`src/sv/dsi_pkg.sv`:
```
package dsi_pkg;

   // Field widths of one word on either channel
   localparam int SecW   = 17;
   localparam int PwrW   = 7;
   localparam int CtW    = 16;
   localparam int IdxW   = 4;
   localparam int CountW = 5;

   // Packed channel widths, rounded up to whole bytes
   localparam int ReqDataW = 64;
   localparam int RspDataW = 24;

   // Schedule table defaults
   localparam int MaxPointsDefault = 16;
   localparam logic [CountW-1:0] PointCountReset = CountW'(1);

   // Saturation limits of the interpolated outputs
   localparam int PowerMax = 100;
   localparam int CtMax    = 65535;

   // Product width of color delta times time offset, also the divider width
   localparam int DivW = 35;

   // Depth of the queue between front and back
   localparam int QueueDepth = 2;

   // Command codes on the request channel
   localparam logic CmdWrite = 1'b0;
   localparam logic CmdQuery = 1'b1;

   // Operation kinds in the queue
   localparam logic OpWrite = 1'b0;
   localparam logic OpQuery = 1'b1;

   // One schedule point as stored in the table
   typedef struct packed {
      logic [SecW-1:0] seconds;
      logic [PwrW-1:0] power;
      logic [CtW-1:0]  kelvin;
   } entry_type;

   // One classified operation; seconds carries the current time for a query
   typedef struct packed {
      logic            kind;
      logic [IdxW-1:0] index;
      logic [SecW-1:0] seconds;
      logic [PwrW-1:0] power;
      logic [CtW-1:0]  kelvin;
   } op_type;

endpackage

```
`src/sv/dsi_ram.sv`:
```
module dsi_ram #(
   parameter int Width = 8,
   parameter int Depth = 16
) (
   input  logic                     clock,
   input  logic                     wr_en,
   input  logic [$clog2(Depth)-1:0] wr_addr,
   input  logic [Width-1:0]         wr_data,
   input  logic [$clog2(Depth)-1:0] rd_addr,
   output logic [Width-1:0]         rd_data
);

   logic [Width-1:0] mem [Depth];
   logic [Width-1:0] rd_data_ff;

   // Write one entry, read one entry with registered data
   always_ff @(posedge clock) begin
      if (wr_en) begin
         mem[wr_addr] <= wr_data;
      end
      rd_data_ff <= mem[rd_addr];
   end

   assign rd_data = rd_data_ff;

endmodule

```
`src/sv/dsi_div.sv`:
```
module dsi_div (
   input  logic                       clock,
   input  logic                       reset,
   input  logic                       start,
   input  logic [dsi_pkg::SecW-1:0]   divisor,
   input  logic [dsi_pkg::DivW-1:0]   num_a,
   input  logic [dsi_pkg::DivW-1:0]   num_b,
   output logic                       done,
   output logic [dsi_pkg::DivW-1:0]   quo_a,
   output logic [dsi_pkg::DivW-1:0]   quo_b
);

   localparam int SecW = dsi_pkg::SecW;
   localparam int DivW = dsi_pkg::DivW;
   localparam int CntW = $clog2(DivW + 1);

   logic [SecW-1:0] den_ff;
   logic [SecW-1:0] rem_ff [2];
   logic [SecW-1:0] rem_in [2];
   logic [DivW-1:0] quo_ff [2];
   logic [DivW-1:0] quo_in [2];
   logic [SecW:0]   rem_sh [2];
   logic            ge     [2];
   logic [CntW-1:0] cnt_ff;
   logic            busy_ff;
   logic            done_ff;

   // One restoring step per lane: shift in a numerator bit, subtract if it fits
   always_comb begin
      for (int l = 0; l < 2; l++) begin
         rem_sh[l] = {rem_ff[l], quo_ff[l][DivW-1]};
         ge[l]     = rem_sh[l] >= {1'b0, den_ff};
         rem_in[l] = ge[l] ? SecW'(rem_sh[l] - {1'b0, den_ff}) : SecW'(rem_sh[l]);
         quo_in[l] = {quo_ff[l][DivW-2:0], ge[l]};
      end
   end

   // Load numerators on start, then step once per cycle
   always_ff @(posedge clock) begin
      if (start) begin
         den_ff    <= divisor;
         quo_ff[0] <= num_a;
         quo_ff[1] <= num_b;
         rem_ff[0] <= '0;
         rem_ff[1] <= '0;
      end else if (busy_ff) begin
         quo_ff <= quo_in;
         rem_ff <= rem_in;
      end
   end

   // Count the steps and flag the final quotient
   always_ff @(posedge clock) begin
      if (reset) begin
         busy_ff <= 1'b0;
         done_ff <= 1'b0;
         cnt_ff  <= '0;
      end else begin
         done_ff <= 1'b0;
         if (start) begin
            busy_ff <= 1'b1;
            cnt_ff  <= CntW'(DivW);
         end else if (busy_ff) begin
            cnt_ff <= cnt_ff - CntW'(1);
            if (cnt_ff == CntW'(1)) begin
               busy_ff <= 1'b0;
               done_ff <= 1'b1;
            end
         end
      end
   end

   assign done  = done_ff;
   assign quo_a = quo_ff[0];
   assign quo_b = quo_ff[1];

endmodule

```
`src/sv/dsi_front.sv`:
```
module dsi_front #(
   parameter int MaxPoints = dsi_pkg::MaxPointsDefault
) (
   input  logic                         clock,
   input  logic                         reset,
   input  logic                         req_tvalid,
   output logic                         req_tready,
   input  logic [dsi_pkg::ReqDataW-1:0] req_tdata,
   input  logic                         req_tuser,
   output logic                         op_valid,
   output dsi_pkg::op_type              op,
   input  logic                         op_pop
);

   localparam int Depth = dsi_pkg::QueueDepth;
   localparam int PtrW  = (Depth > 1) ? $clog2(Depth) : 1;
   localparam int CntW  = $clog2(Depth + 1);

   dsi_pkg::op_type  queue_ff [Depth];
   dsi_pkg::op_type  op_in;
   logic [PtrW-1:0]  wr_ptr_ff;
   logic [PtrW-1:0]  rd_ptr_ff;
   logic [CntW-1:0]  count_ff;
   logic             is_query;
   logic             keep;
   logic             push;

   // Classify the word: a query carries the current time, a write a point
   always_comb begin
      is_query         = req_tuser == dsi_pkg::CmdQuery;
      op_in.kind       = is_query ? dsi_pkg::OpQuery : dsi_pkg::OpWrite;
      op_in.index      = req_tdata[3:0];
      op_in.seconds    = is_query ? req_tdata[60:44] : req_tdata[20:4];
      op_in.power      = req_tdata[27:21];
      op_in.kelvin     = req_tdata[43:28];
      // drop writes beyond the table
      keep             = is_query || (32'(op_in.index) < MaxPoints);
   end

   assign req_tready = count_ff != CntW'(Depth);
   assign push       = req_tvalid && req_tready && keep;
   assign op_valid   = count_ff != '0;
   assign op         = queue_ff[rd_ptr_ff];

   // Hold queued operations
   always_ff @(posedge clock) begin
      if (push) begin
         queue_ff[wr_ptr_ff] <= op_in;
      end
   end

   // Advance pointers and fill count
   always_ff @(posedge clock) begin
      if (reset) begin
         wr_ptr_ff <= '0;
         rd_ptr_ff <= '0;
         count_ff  <= '0;
      end else begin
         if (push) begin
            wr_ptr_ff <= (wr_ptr_ff == PtrW'(Depth - 1)) ? '0 : wr_ptr_ff + PtrW'(1);
         end
         if (op_pop) begin
            rd_ptr_ff <= (rd_ptr_ff == PtrW'(Depth - 1)) ? '0 : rd_ptr_ff + PtrW'(1);
         end
         if (push && !op_pop) begin
            count_ff <= count_ff + CntW'(1);
         end else if (op_pop && !push) begin
            count_ff <= count_ff - CntW'(1);
         end
      end
   end

`ifndef SYNTHESIS
   a_count_bound: assert property (@(posedge clock) disable iff (reset)
      count_ff <= CntW'(Depth))
      else $error("queue fill count beyond depth");

   a_pop_nonempty: assert property (@(posedge clock) disable iff (reset)
      op_pop |-> count_ff != '0)
      else $error("pop from empty queue");
`endif

endmodule

```
`src/sv/dsi_back.sv`:
```
module dsi_back #(
   parameter int MaxPoints = dsi_pkg::MaxPointsDefault
) (
   input  logic                         clock,
   input  logic                         reset,
   input  logic                         op_valid,
   input  dsi_pkg::op_type              op,
   output logic                         op_pop,
   input  logic [dsi_pkg::CountW-1:0]   point_count,
   output logic                         rsp_tvalid,
   input  logic                         rsp_tready,
   output logic [dsi_pkg::RspDataW-1:0] rsp_tdata,
   output logic                         rsp_tuser
);

   localparam int SecW = dsi_pkg::SecW;
   localparam int PwrW = dsi_pkg::PwrW;
   localparam int CtW  = dsi_pkg::CtW;
   localparam int DivW = dsi_pkg::DivW;
   localparam int AW   = $clog2(MaxPoints);
   localparam int CntW = $clog2(MaxPoints + 1);
   localparam int EntW = $bits(dsi_pkg::entry_type);
   localparam int PwNumW = (PwrW + 1) + (SecW + 1);
   localparam int CtNumW = (CtW + 1) + (SecW + 1);

   localparam logic [2:0] StIdle = 3'd0;
   localparam logic [2:0] StScan = 3'd1;
   localparam logic [2:0] StMult = 3'd2;
   localparam logic [2:0] StDivS = 3'd3;
   localparam logic [2:0] StDivW = 3'd4;
   localparam logic [2:0] StFix  = 3'd5;
   localparam logic [2:0] StOut  = 3'd6;

   logic [2:0]              state_ff, state_in;
   logic [CntW-1:0]         n_act;
   logic [CntW-1:0]         issue_ff;
   logic                    more;
   logic                    rd_pend_ff;
   logic                    rd_first_ff;
   logic [SecW-1:0]         now_ff;
   logic                    ram_we;
   logic [EntW-1:0]         ram_rd_data;
   dsi_pkg::entry_type      ram_wr_entry;
   dsi_pkg::entry_type      entry;
   logic                    is_prev;
   logic [SecW-1:0]         gap;
   dsi_pkg::entry_type      prev_ff, succ_ff;
   logic                    prev_hit_ff, succ_hit_ff;
   logic [SecW-1:0]         prev_d_ff, succ_d_ff;
   dsi_pkg::entry_type      lo, hi;
   logic signed [PwrW:0]    d_pw;
   logic signed [CtW:0]     d_ct;
   logic signed [SecW:0]    d_now;
   logic signed [PwNumW-1:0] pw_num_ff;
   logic signed [CtNumW-1:0] ct_num_ff;
   logic [SecW-1:0]         span_ff;
   logic [PwrW-1:0]         base_pw_ff;
   logic [CtW-1:0]          base_ct_ff;
   logic                    degen_ff;
   logic                    pw_neg, ct_neg;
   logic [PwNumW-1:0]       pw_abs;
   logic [CtNumW-1:0]       ct_abs;
   logic                    div_start;
   logic                    div_done;
   logic [DivW-1:0]         quo_a, quo_b;
   logic signed [DivW:0]    sq_pw, sq_ct;
   logic signed [DivW+1:0]  sum_pw, sum_ct;
   logic [PwrW-1:0]         res_pw_ff, sat_pw;
   logic [CtW-1:0]          res_ct_ff, sat_ct;
   logic                    res_degen_ff;
   logic                    rsp_valid_ff;
   logic [PwrW-1:0]         out_pw_ff;
   logic [CtW-1:0]          out_ct_ff;
   logic                    out_degen_ff;
   logic                    out_load;

   // Active entry count: zero acts as one, clip to table size
   always_comb begin
      if (point_count == '0) begin
         n_act = CntW'(1);
      end else if (32'(point_count) > MaxPoints) begin
         n_act = CntW'(MaxPoints);
      end else begin
         n_act = CntW'(point_count);
      end
   end

   assign op_pop = (state_ff == StIdle) && op_valid;
   assign ram_we = op_pop && (op.kind == dsi_pkg::OpWrite);
   assign more   = issue_ff < n_act;

   always_comb begin
      ram_wr_entry.seconds = op.seconds;
      ram_wr_entry.power   = op.power;
      ram_wr_entry.kelvin  = op.kelvin;
   end

   dsi_ram #(
      .Width (EntW),
      .Depth (MaxPoints)
   ) u_table (
      .clock   (clock),
      .wr_en   (ram_we),
      .wr_addr (AW'(op.index)),
      .wr_data (ram_wr_entry),
      .rd_addr (AW'(issue_ff)),
      .rd_data (ram_rd_data)
   );

   // Classify the entry just read against the current time
   always_comb begin
      entry   = dsi_pkg::entry_type'(ram_rd_data);
      is_prev = entry.seconds <= now_ff;
      gap     = is_prev ? now_ff - entry.seconds : entry.seconds - now_ff;
   end

   // Order the chosen pair and form the interpolation products' operands
   always_comb begin
      if (succ_ff.seconds < prev_ff.seconds) begin
         lo = succ_ff;
         hi = prev_ff;
      end else begin
         lo = prev_ff;
         hi = succ_ff;
      end
      d_pw  = $signed({1'b0, hi.power}) - $signed({1'b0, lo.power});
      d_ct  = $signed({1'b0, hi.kelvin}) - $signed({1'b0, lo.kelvin});
      d_now = $signed({1'b0, now_ff}) - $signed({1'b0, lo.seconds});
   end

   // Magnitudes into the divider, signs kept aside
   always_comb begin
      pw_neg = pw_num_ff[PwNumW-1];
      ct_neg = ct_num_ff[CtNumW-1];
      pw_abs = pw_neg ? PwNumW'(-pw_num_ff) : PwNumW'(pw_num_ff);
      ct_abs = ct_neg ? CtNumW'(-ct_num_ff) : CtNumW'(ct_num_ff);
   end

   assign div_start = state_ff == StDivS;

   dsi_div u_div (
      .clock   (clock),
      .reset   (reset),
      .start   (div_start),
      .divisor (span_ff),
      .num_a   (DivW'(pw_abs)),
      .num_b   (DivW'(ct_abs)),
      .done    (div_done),
      .quo_a   (quo_a),
      .quo_b   (quo_b)
   );

   // Restore signs, add the base point, saturate
   always_comb begin
      sq_pw  = pw_neg ? -$signed({1'b0, quo_a}) : $signed({1'b0, quo_a});
      sq_ct  = ct_neg ? -$signed({1'b0, quo_b}) : $signed({1'b0, quo_b});
      sum_pw = $signed({sq_pw[DivW], sq_pw})
             + $signed({{(DivW + 2 - PwrW){1'b0}}, base_pw_ff});
      sum_ct = $signed({sq_ct[DivW], sq_ct})
             + $signed({{(DivW + 2 - CtW){1'b0}}, base_ct_ff});
      if (sum_pw[DivW+1]) begin
         sat_pw = '0;
      end else if (sum_pw > (DivW + 2)'(dsi_pkg::PowerMax)) begin
         sat_pw = PwrW'(dsi_pkg::PowerMax);
      end else begin
         sat_pw = sum_pw[PwrW-1:0];
      end
      if (sum_ct[DivW+1]) begin
         sat_ct = '0;
      end else if (sum_ct > (DivW + 2)'(dsi_pkg::CtMax)) begin
         sat_ct = CtW'(dsi_pkg::CtMax);
      end else begin
         sat_ct = sum_ct[CtW-1:0];
      end
   end

   assign out_load = (state_ff == StOut) && (!rsp_valid_ff || rsp_tready);

   // Sequence one operation at a time
   always_comb begin
      state_in = state_ff;
      unique case (state_ff)
         StIdle: begin
            if (op_pop && (op.kind == dsi_pkg::OpQuery)) begin
               state_in = StScan;
            end
         end
         StScan: begin
            if (!more && !rd_pend_ff) begin
               state_in = StMult;
            end
         end
         StMult: state_in = (hi.seconds == lo.seconds) ? StFix : StDivS;
         StDivS: state_in = StDivW;
         StDivW: begin
            if (div_done) begin
               state_in = StFix;
            end
         end
         StFix: state_in = StOut;
         StOut: begin
            if (out_load) begin
               state_in = StIdle;
            end
         end
         default: state_in = StIdle;
      endcase
   end

   // Control state
   always_ff @(posedge clock) begin
      if (reset) begin
         state_ff     <= StIdle;
         rd_pend_ff   <= 1'b0;
         rd_first_ff  <= 1'b0;
         issue_ff     <= '0;
         rsp_valid_ff <= 1'b0;
      end else begin
         state_ff <= state_in;
         if (op_pop) begin
            issue_ff <= '0;
         end else if ((state_ff == StScan) && more) begin
            issue_ff <= issue_ff + CntW'(1);
         end
         rd_pend_ff  <= (state_ff == StScan) && more;
         rd_first_ff <= (state_ff == StScan) && more && (issue_ff == '0);
         if (out_load) begin
            rsp_valid_ff <= 1'b1;
         end else if (rsp_tready) begin
            rsp_valid_ff <= 1'b0;
         end
      end
   end

   // Scan: entry zero seeds both picks, later entries replace on a strictly closer hit
   always_ff @(posedge clock) begin
      if (op_pop) begin
         now_ff <= op.seconds;
      end
      if (rd_pend_ff) begin
         if (rd_first_ff || (is_prev && (!prev_hit_ff || gap < prev_d_ff))) begin
            prev_ff     <= entry;
            prev_hit_ff <= is_prev;
            prev_d_ff   <= gap;
         end
         if (rd_first_ff || (!is_prev && (!succ_hit_ff || gap < succ_d_ff))) begin
            succ_ff     <= entry;
            succ_hit_ff <= !is_prev;
            succ_d_ff   <= gap;
         end
      end
   end

   // Register products, span and base point
   always_ff @(posedge clock) begin
      if (state_ff == StMult) begin
         pw_num_ff  <= d_pw * d_now;
         ct_num_ff  <= d_ct * d_now;
         span_ff    <= hi.seconds - lo.seconds;
         base_pw_ff <= lo.power;
         base_ct_ff <= lo.kelvin;
         degen_ff   <= hi.seconds == lo.seconds;
      end
   end

   // Hold the finished result, zero when the pair shares a time
   always_ff @(posedge clock) begin
      if (state_ff == StFix) begin
         res_pw_ff    <= degen_ff ? '0 : sat_pw;
         res_ct_ff    <= degen_ff ? '0 : sat_ct;
         res_degen_ff <= degen_ff;
      end
      if (out_load) begin
         out_pw_ff    <= res_pw_ff;
         out_ct_ff    <= res_ct_ff;
         out_degen_ff <= res_degen_ff;
      end
   end

   assign rsp_tvalid = rsp_valid_ff;
   assign rsp_tdata  = {{(dsi_pkg::RspDataW - PwrW - CtW){1'b0}}, out_ct_ff, out_pw_ff};
   assign rsp_tuser  = out_degen_ff;

`ifndef SYNTHESIS
   a_degen_zero: assert property (@(posedge clock) disable iff (reset)
      rsp_valid_ff && out_degen_ff |-> out_pw_ff == '0 && out_ct_ff == '0)
      else $error("degenerate word with nonzero outputs");

   a_power_sat: assert property (@(posedge clock) disable iff (reset)
      rsp_valid_ff |-> out_pw_ff <= PwrW'(dsi_pkg::PowerMax))
      else $error("power output not saturated");

   a_div_done_wait: assert property (@(posedge clock) disable iff (reset)
      div_done |-> state_ff == StDivW)
      else $error("divider finished outside wait state");

   a_scan_bound: assert property (@(posedge clock) disable iff (reset)
      state_ff == StScan |-> issue_ff <= n_act)
      else $error("scan address past active count");

   a_out_from_seq: assert property (@(posedge clock) disable iff (reset)
      $rose(rsp_valid_ff) |-> $past(state_ff) == StOut)
      else $error("result raised outside output state");
`endif

endmodule

```
`src/sv/daily_schedule_interpolator_core.sv`:
```
// Daily schedule interpolator. Write words (tuser command 0) load one point of
// a table of up to MaxPoints entries (time of day, power percent, color
// temperature) and produce no result; query words (tuser command 1) return
// power and color temperature interpolated between the nearest point at or
// before now and the nearest point after it, saturated, with a degenerate flag
// when both points share a time. csr_wr_data sets how many entries a query
// scans. A front stage classifies words into a two-deep queue; the back stage
// runs them in order. A write is stored in the table as it is taken from the
// queue. A query is taken from the queue, scans the active entries through the
// table memory's single registered read port, multiplies, then starts the
// bit-serial divider, runs its 35 steps for both quotients side by side and
// sees it finish (skipped when both points share a time), saturates and hands
// over. A stalled result receiver adds its stall to the hand-over. The result
// register lets the next word start while a result waits to be taken.
module daily_schedule_interpolator_core #(
   parameter int MaxPoints = dsi_pkg::MaxPointsDefault
) (
   input  logic                         clock,
   input  logic                         reset,
   // request channel
   input  logic                         req_tvalid,
   output logic                         req_tready,
   // tdata: point_index[3:0], point_seconds[20:4], point_power[27:21],
   //        point_kelvin[43:28], now_seconds[60:44], zeros[63:61]
   input  logic [dsi_pkg::ReqDataW-1:0] req_tdata,
   // tuser: command (0 write point, 1 query)
   input  logic                         req_tuser,
   // response channel
   output logic                         rsp_tvalid,
   input  logic                         rsp_tready,
   // tdata: power_out[6:0], kelvin_out[22:7], zero[23]
   output logic [dsi_pkg::RspDataW-1:0] rsp_tdata,
   // tuser: degenerate
   output logic                         rsp_tuser,
   // point count register
   input  logic                         csr_wr_en,
   input  logic [dsi_pkg::CountW-1:0]   csr_wr_data
);

   logic [dsi_pkg::CountW-1:0] point_count_ff;
   logic                       op_valid;
   logic                       op_pop;
   dsi_pkg::op_type            op;

   // Hold the point count register
   always_ff @(posedge clock) begin
      if (reset) begin
         point_count_ff <= dsi_pkg::PointCountReset;
      end else if (csr_wr_en) begin
         point_count_ff <= csr_wr_data;
      end
   end

   dsi_front #(
      .MaxPoints (MaxPoints)
   ) u_front (
      .clock      (clock),
      .reset      (reset),
      .req_tvalid (req_tvalid),
      .req_tready (req_tready),
      .req_tdata  (req_tdata),
      .req_tuser  (req_tuser),
      .op_valid   (op_valid),
      .op         (op),
      .op_pop     (op_pop)
   );

   dsi_back #(
      .MaxPoints (MaxPoints)
   ) u_back (
      .clock       (clock),
      .reset       (reset),
      .op_valid    (op_valid),
      .op          (op),
      .op_pop      (op_pop),
      .point_count (point_count_ff),
      .rsp_tvalid  (rsp_tvalid),
      .rsp_tready  (rsp_tready),
      .rsp_tdata   (rsp_tdata),
      .rsp_tuser   (rsp_tuser)
   );

endmodule

```
`config.mk`:
```
export PLATFORM = sky130hd
export DESIGN_NAME = daily_schedule_interpolator_core
export DESIGN_NICKNAME = d
export VERILOG_FILES = /design/src/sv/dsi_pkg.sv /design/src/sv/dsi_ram.sv /design/src/sv/dsi_div.sv /design/src/sv/dsi_front.sv /design/src/sv/dsi_back.sv /design/src/sv/daily_schedule_interpolator_core.sv
export SDC_FILE = /design/constraint.sdc
export NUM_CORES = 2
export LEC_CHECK = 0
export BUFFER_PORTS_ARGS = -buffer_cell sky130_fd_sc_hd__buf_2
export CAP_MARGIN = 0
export CORE_MARGIN = 4
export CORE_UTILIZATION = 26
export DETAILED_ROUTE_END_ITERATION = 6
export SKIP_LAST_GASP = 1
export SYNTH_ARGS = -nofsm -noshare
export SYNTH_HDL_FRONTEND = slang
export SYNTH_HIERARCHICAL = 1
export SYNTH_SLANG_ARGS = --single-unit
```
`constraint.sdc`:
```
create_clock -name clock -period 12.2 [get_ports clock]
set_input_delay 2.44 -clock clock [delete_from_list [all_inputs] [get_ports clock]]
set_output_delay 2.44 -clock clock [all_outputs]
set_load 0.02 [all_outputs]
```
==> results by group <==
Critical path
  – Slowest-stage cell, CP: nor2_4
  – Most frequent CP cell: fa_1
  – CP max stage delay: 0.70 ns
  – Setup crit start: u_back/prev_ff[25]$_DFFE_PP_
  – Max Fanout on Critical Path: 46
  – Critical Path RT: 12.71 ns
  – Crit Path Class: flip-flop to flip-flop
  – WP buf/inv: 6
  – Critical path arrival: 11.86 ns
  – FF-to-FF Start: u_back/prev_ff[25]$_DFFE_PP_
  – Delay-heaviest family, CP: compound AO/OA/AOI/OAI gates
  – Worst setup SP type: flip-flop
  – Critical Path Sink Type: flip-flop

Cells and area
  – Area growth syn-to-layout: 12.4%
  – Post-route cell area: 83000 um2
  – Final std cells w/o fill: 9962
  – Layout cells sized above 1: 11.9%
  – # fillers: 28600
  – Multi-input gate area: 35300 um2
  – NumNets Final: 6922
  – Register Area: 35100 um2

STA
  – Setup total negative slack: 0 ns
  – Worst Skew: 0.0740 ns
  – Final hold violation count: 0
  – Fmax: 88.2 MHz
  – Worst Tran Pin Value: 1.18 ns
  – RSZ-0062 raised after global routing: no
  – Max_slew headroom: 20.2%
  – Fin crit share: 93.0%
  – Max-slew violations: 0
  – Setup-failing EPs final: 0
  – Crit path time final: 11.34 ns

Placed design
  – DP Area: 79000 um2
  – RePlAce Congestion: 0.916
  – Placed Cells: 9727
  – DPL Wire Length: 123000 um
  – Number of port buffers: 97

Die
  – Initial core utilization: 26.1%
  – Die width: 541 um
  – Ports: 102
  – Core area: 283000 um2
  – Die height: 541 um
  – Die Area: 293000 um2
  – Row cnt: 195

Synth
  – Main combinational cell family by area after synthesis: adder cells
  – Synth Cell Area: 73900 um2
  – Synth area leader: edfxtp_1
  – Register area share after synthesis: 47.5%
  – Post-synthesis xor/xnor area fraction: 3.88%
  – Synth area leaders: edfxtp_1 45%, fa_1 12%, ha_1 5.2%
  – Async set-or-reset flop fraction in the synthesized netlist: 0%
  – Post-synthesis compound-gate area fraction: 8.91%
  – Distinct cell type count after synthesis: 101
  – Synth Area in Adders: 17.2%
  – Synth top area share: 44.7%
  – Avg Cell Area, Syn: 12.3 um2
  – Post-synth EDFFs: 1100
  – Post-synthesis simple-gate area fraction: 9.41%
  – YS warnings: 6
  – Primary FF master, synth: edfxtp_1
  – Synth Register Bits: 1203
  – Mux contribution to synthesized area: 8.00%
  – Synth Instances: 6002

Hold path
  – Worst Hold Class: flip-flop to flip-flop
  – Worst Hold Launch: u_back/u_table/rd_data[8]$_DFF_P_

Clocking
  – CTS tree: yes
  – Inserted Clock Buffers: 121
  – Setup repair bufs after CTS: 0
  – H-tree depth: 3
  – Clock Sinks: 1203
  – PostCTS Resize Cnt: 0
  – Clock root cell: clkbuf_16
  – CTS clk-pin slew, worst paths: 0.06 ns
  – Worst-skew pair later-pin latency: 0.77 ns
  – Clock buffer depth: 3
  – Hold_buf cts: 0

Drt
  – Detailed-router iteration count before antenna repair: 6
  – Iteration-0 DRC Markers: 3576
  – WL/cell: 17.7 um
  – Antenna-violating nets left: 0
  – Vias: 46800
  – Mean number of vias per cell: 4.70
  – # DRC: 0
  – Drt total wl: 177000 um

GRT
  – Gr usage total: 11.8%
  – Number of global-route vias before repair: 47400
  – Met2 Resource Use GR: 19.2%
  – GRT busiest layer: met2
  – Pin count of the biggest net entering global routing: 78
  – GRT met3 Usage: 2.31%
  – Initial antenna violation count: 18
  – Grt met1 use: 16.3%
  – First-pass GRT wire length: 276000 um
  – Remaining global-route overflow: 0

Outcome
  – Status: complete, no violations

Flow run
  – Max Cap Viol: 0
## worst register-to-register path, delay by kind of cell (launching register included)
| family | cells | cell delay [ns] |
|---|---|---|
| AO/OA/AOI/OAI | 18 | 4.39 |
| adder cells (fa/ha/maj) | 9 | 4.15 |
| AND/OR/NAND/NOR | 7 | 1.47 |
| buffers and inverters | 6 | 0.53 |
| flip-flops | 1 | 0.37 |
| XOR/XNOR | 1 | 0.19 |
## layout make-up
| class | instances | share of cell area [%] |
|---|---|---|
| clock inverter | 75 | 0.991 |
| tap | 3743 | 5.64 |
| clock buffer | 155 | 3.86 |
| sequential | 1203 | 42.3 |
| inverter | 693 | 3.13 |
| timing repair buffer | 210 | 1.61 |
| multi-input combinational | 3878 | 42.5 |
| antenna | 5 | 0.0151 |
## layout by cell type (no fill, tap or decap), types with 104 or more instances in the layout
master        n
fa_1        434
xnor2_1     220
mux2_2      140
xor2_1      104
a21oi_1     208
nor2_1      400
edfxtp_1   1100
ha_1        306
o21ai_0     194
clkbuf_16   122
buf_4       113
nand2_1     446
inv_1       690
## synth_stat cells, types with 20 or more instances
| cell | instances |
|---|---|
| a31oi_1 | 35 |
| nand3_1 | 71 |
| mux4_1 | 60 |
| or3_1 | 38 |
| nor2b_1 | 54 |
| o31ai_1 | 61 |
| o211ai_1 | 26 |
| o41ai_1 | 21 |
| inv_1 | 692 |
| nand2b_1 | 72 |
| a22oi_1 | 88 |
| mux2i_1 | 49 |
| xnor2_1 | 221 |
| dfxtp_1 | 103 |
| and2_1 | 64 |
| o21a_1 | 43 |
| nor4_1 | 20 |
| o21ai_0 | 194 |
| a211oi_1 | 53 |
| xor2_1 | 106 |
| edfxtp_1 | 1100 |
| or4_1 | 28 |
| or2_2 | 30 |
| a21o_1 | 75 |
| nor2_1 | 415 |
| and3_1 | 20 |
| nand2_1 | 447 |
| clkbuf_1 | 179 |
| mux4_2 | 100 |
| a21oi_1 | 208 |
| nor3_1 | 89 |
| nand4_1 | 34 |
| fa_1 | 434 |
| mux2_2 | 140 |
| ha_1 | 306 |
## cell families after synthesis
group | count (synthesis)
AND/OR/NAND/NOR | 1451
flip-flops | 1203
AO/OA/AOI/OAI | 982
buffers and inverters | 930
adder cells (fa/ha/maj) | 758
multiplexers | 350
XOR/XNOR | 327
other | 1
## sequential cells by signal, summed over array words and instances, names as in the netlist, 5 cells and up, named ones only
signal,flops
u_back/u_div/rem_ff,34
u_back/pw_num_ff,26
u_back/succ_ff,40
point_count_ff,5
u_back/succ_d_ff,17
u_back/span_ff,17
u_back/u_table/rd_data,40
u_back/u_div/den_ff,17
u_back/res_pw_ff,7
u_back/base_pw_ff,7
u_back/u_div/cnt_ff,6
u_back/prev_ff,40
u_back/u_div/quo_b,35
u_back/res_ct_ff,16
u_back/u_table/mem,640
u_back/now_ff,17
u_back/base_ct_ff,16
u_back/prev_d_ff,17
u_back/u_div/quo_a,35
u_back/ct_num_ff,35
u_back/issue_ff,5
u_front/queue_ff,90
u_back/out_pw_ff,7
u_back/out_ct_ff,16
## path summary, 6_finish.rpt
| check | end | slack, ns | cells after the start |
|---|---|---|---|
| setup / recovery | u_back/ct_num_ff[34]$_DFFE_PP_ | 0.86 | 41 |
| hold / removal | u_back/prev_ff[8]$_DFFE_PP_ | 0.37 | 0 |
| setup reg to reg | u_back/ct_num_ff[34]$_DFFE_PP_ | 0.86 | 41 |
| hold reg to reg | u_back/prev_ff[8]$_DFFE_PP_ | 0.37 | 0 |
## stage by stage
stage                     util (%)  setup WS (ns)  hold slack (ns)
after floorplan                  -          0.609            0.400
after global placement        28.0           1.12            0.404
after detailed placement      28.0           1.02            0.405
after CTS                     29.4          0.913            0.369
after global routing          29.4          0.153            0.396
final                         29.4          0.857            0.374
## per-layer routing
metal	vias up	routed length [um]
li1	21700	-
met1	23500	79900
met2	1387	81300
met3	231	11600
met4	0	4000
met5	-	0
Power is left out: the tool's default activity adds up to more than one toggle a clock period on the data nets, which glitch-free logic cannot reach.
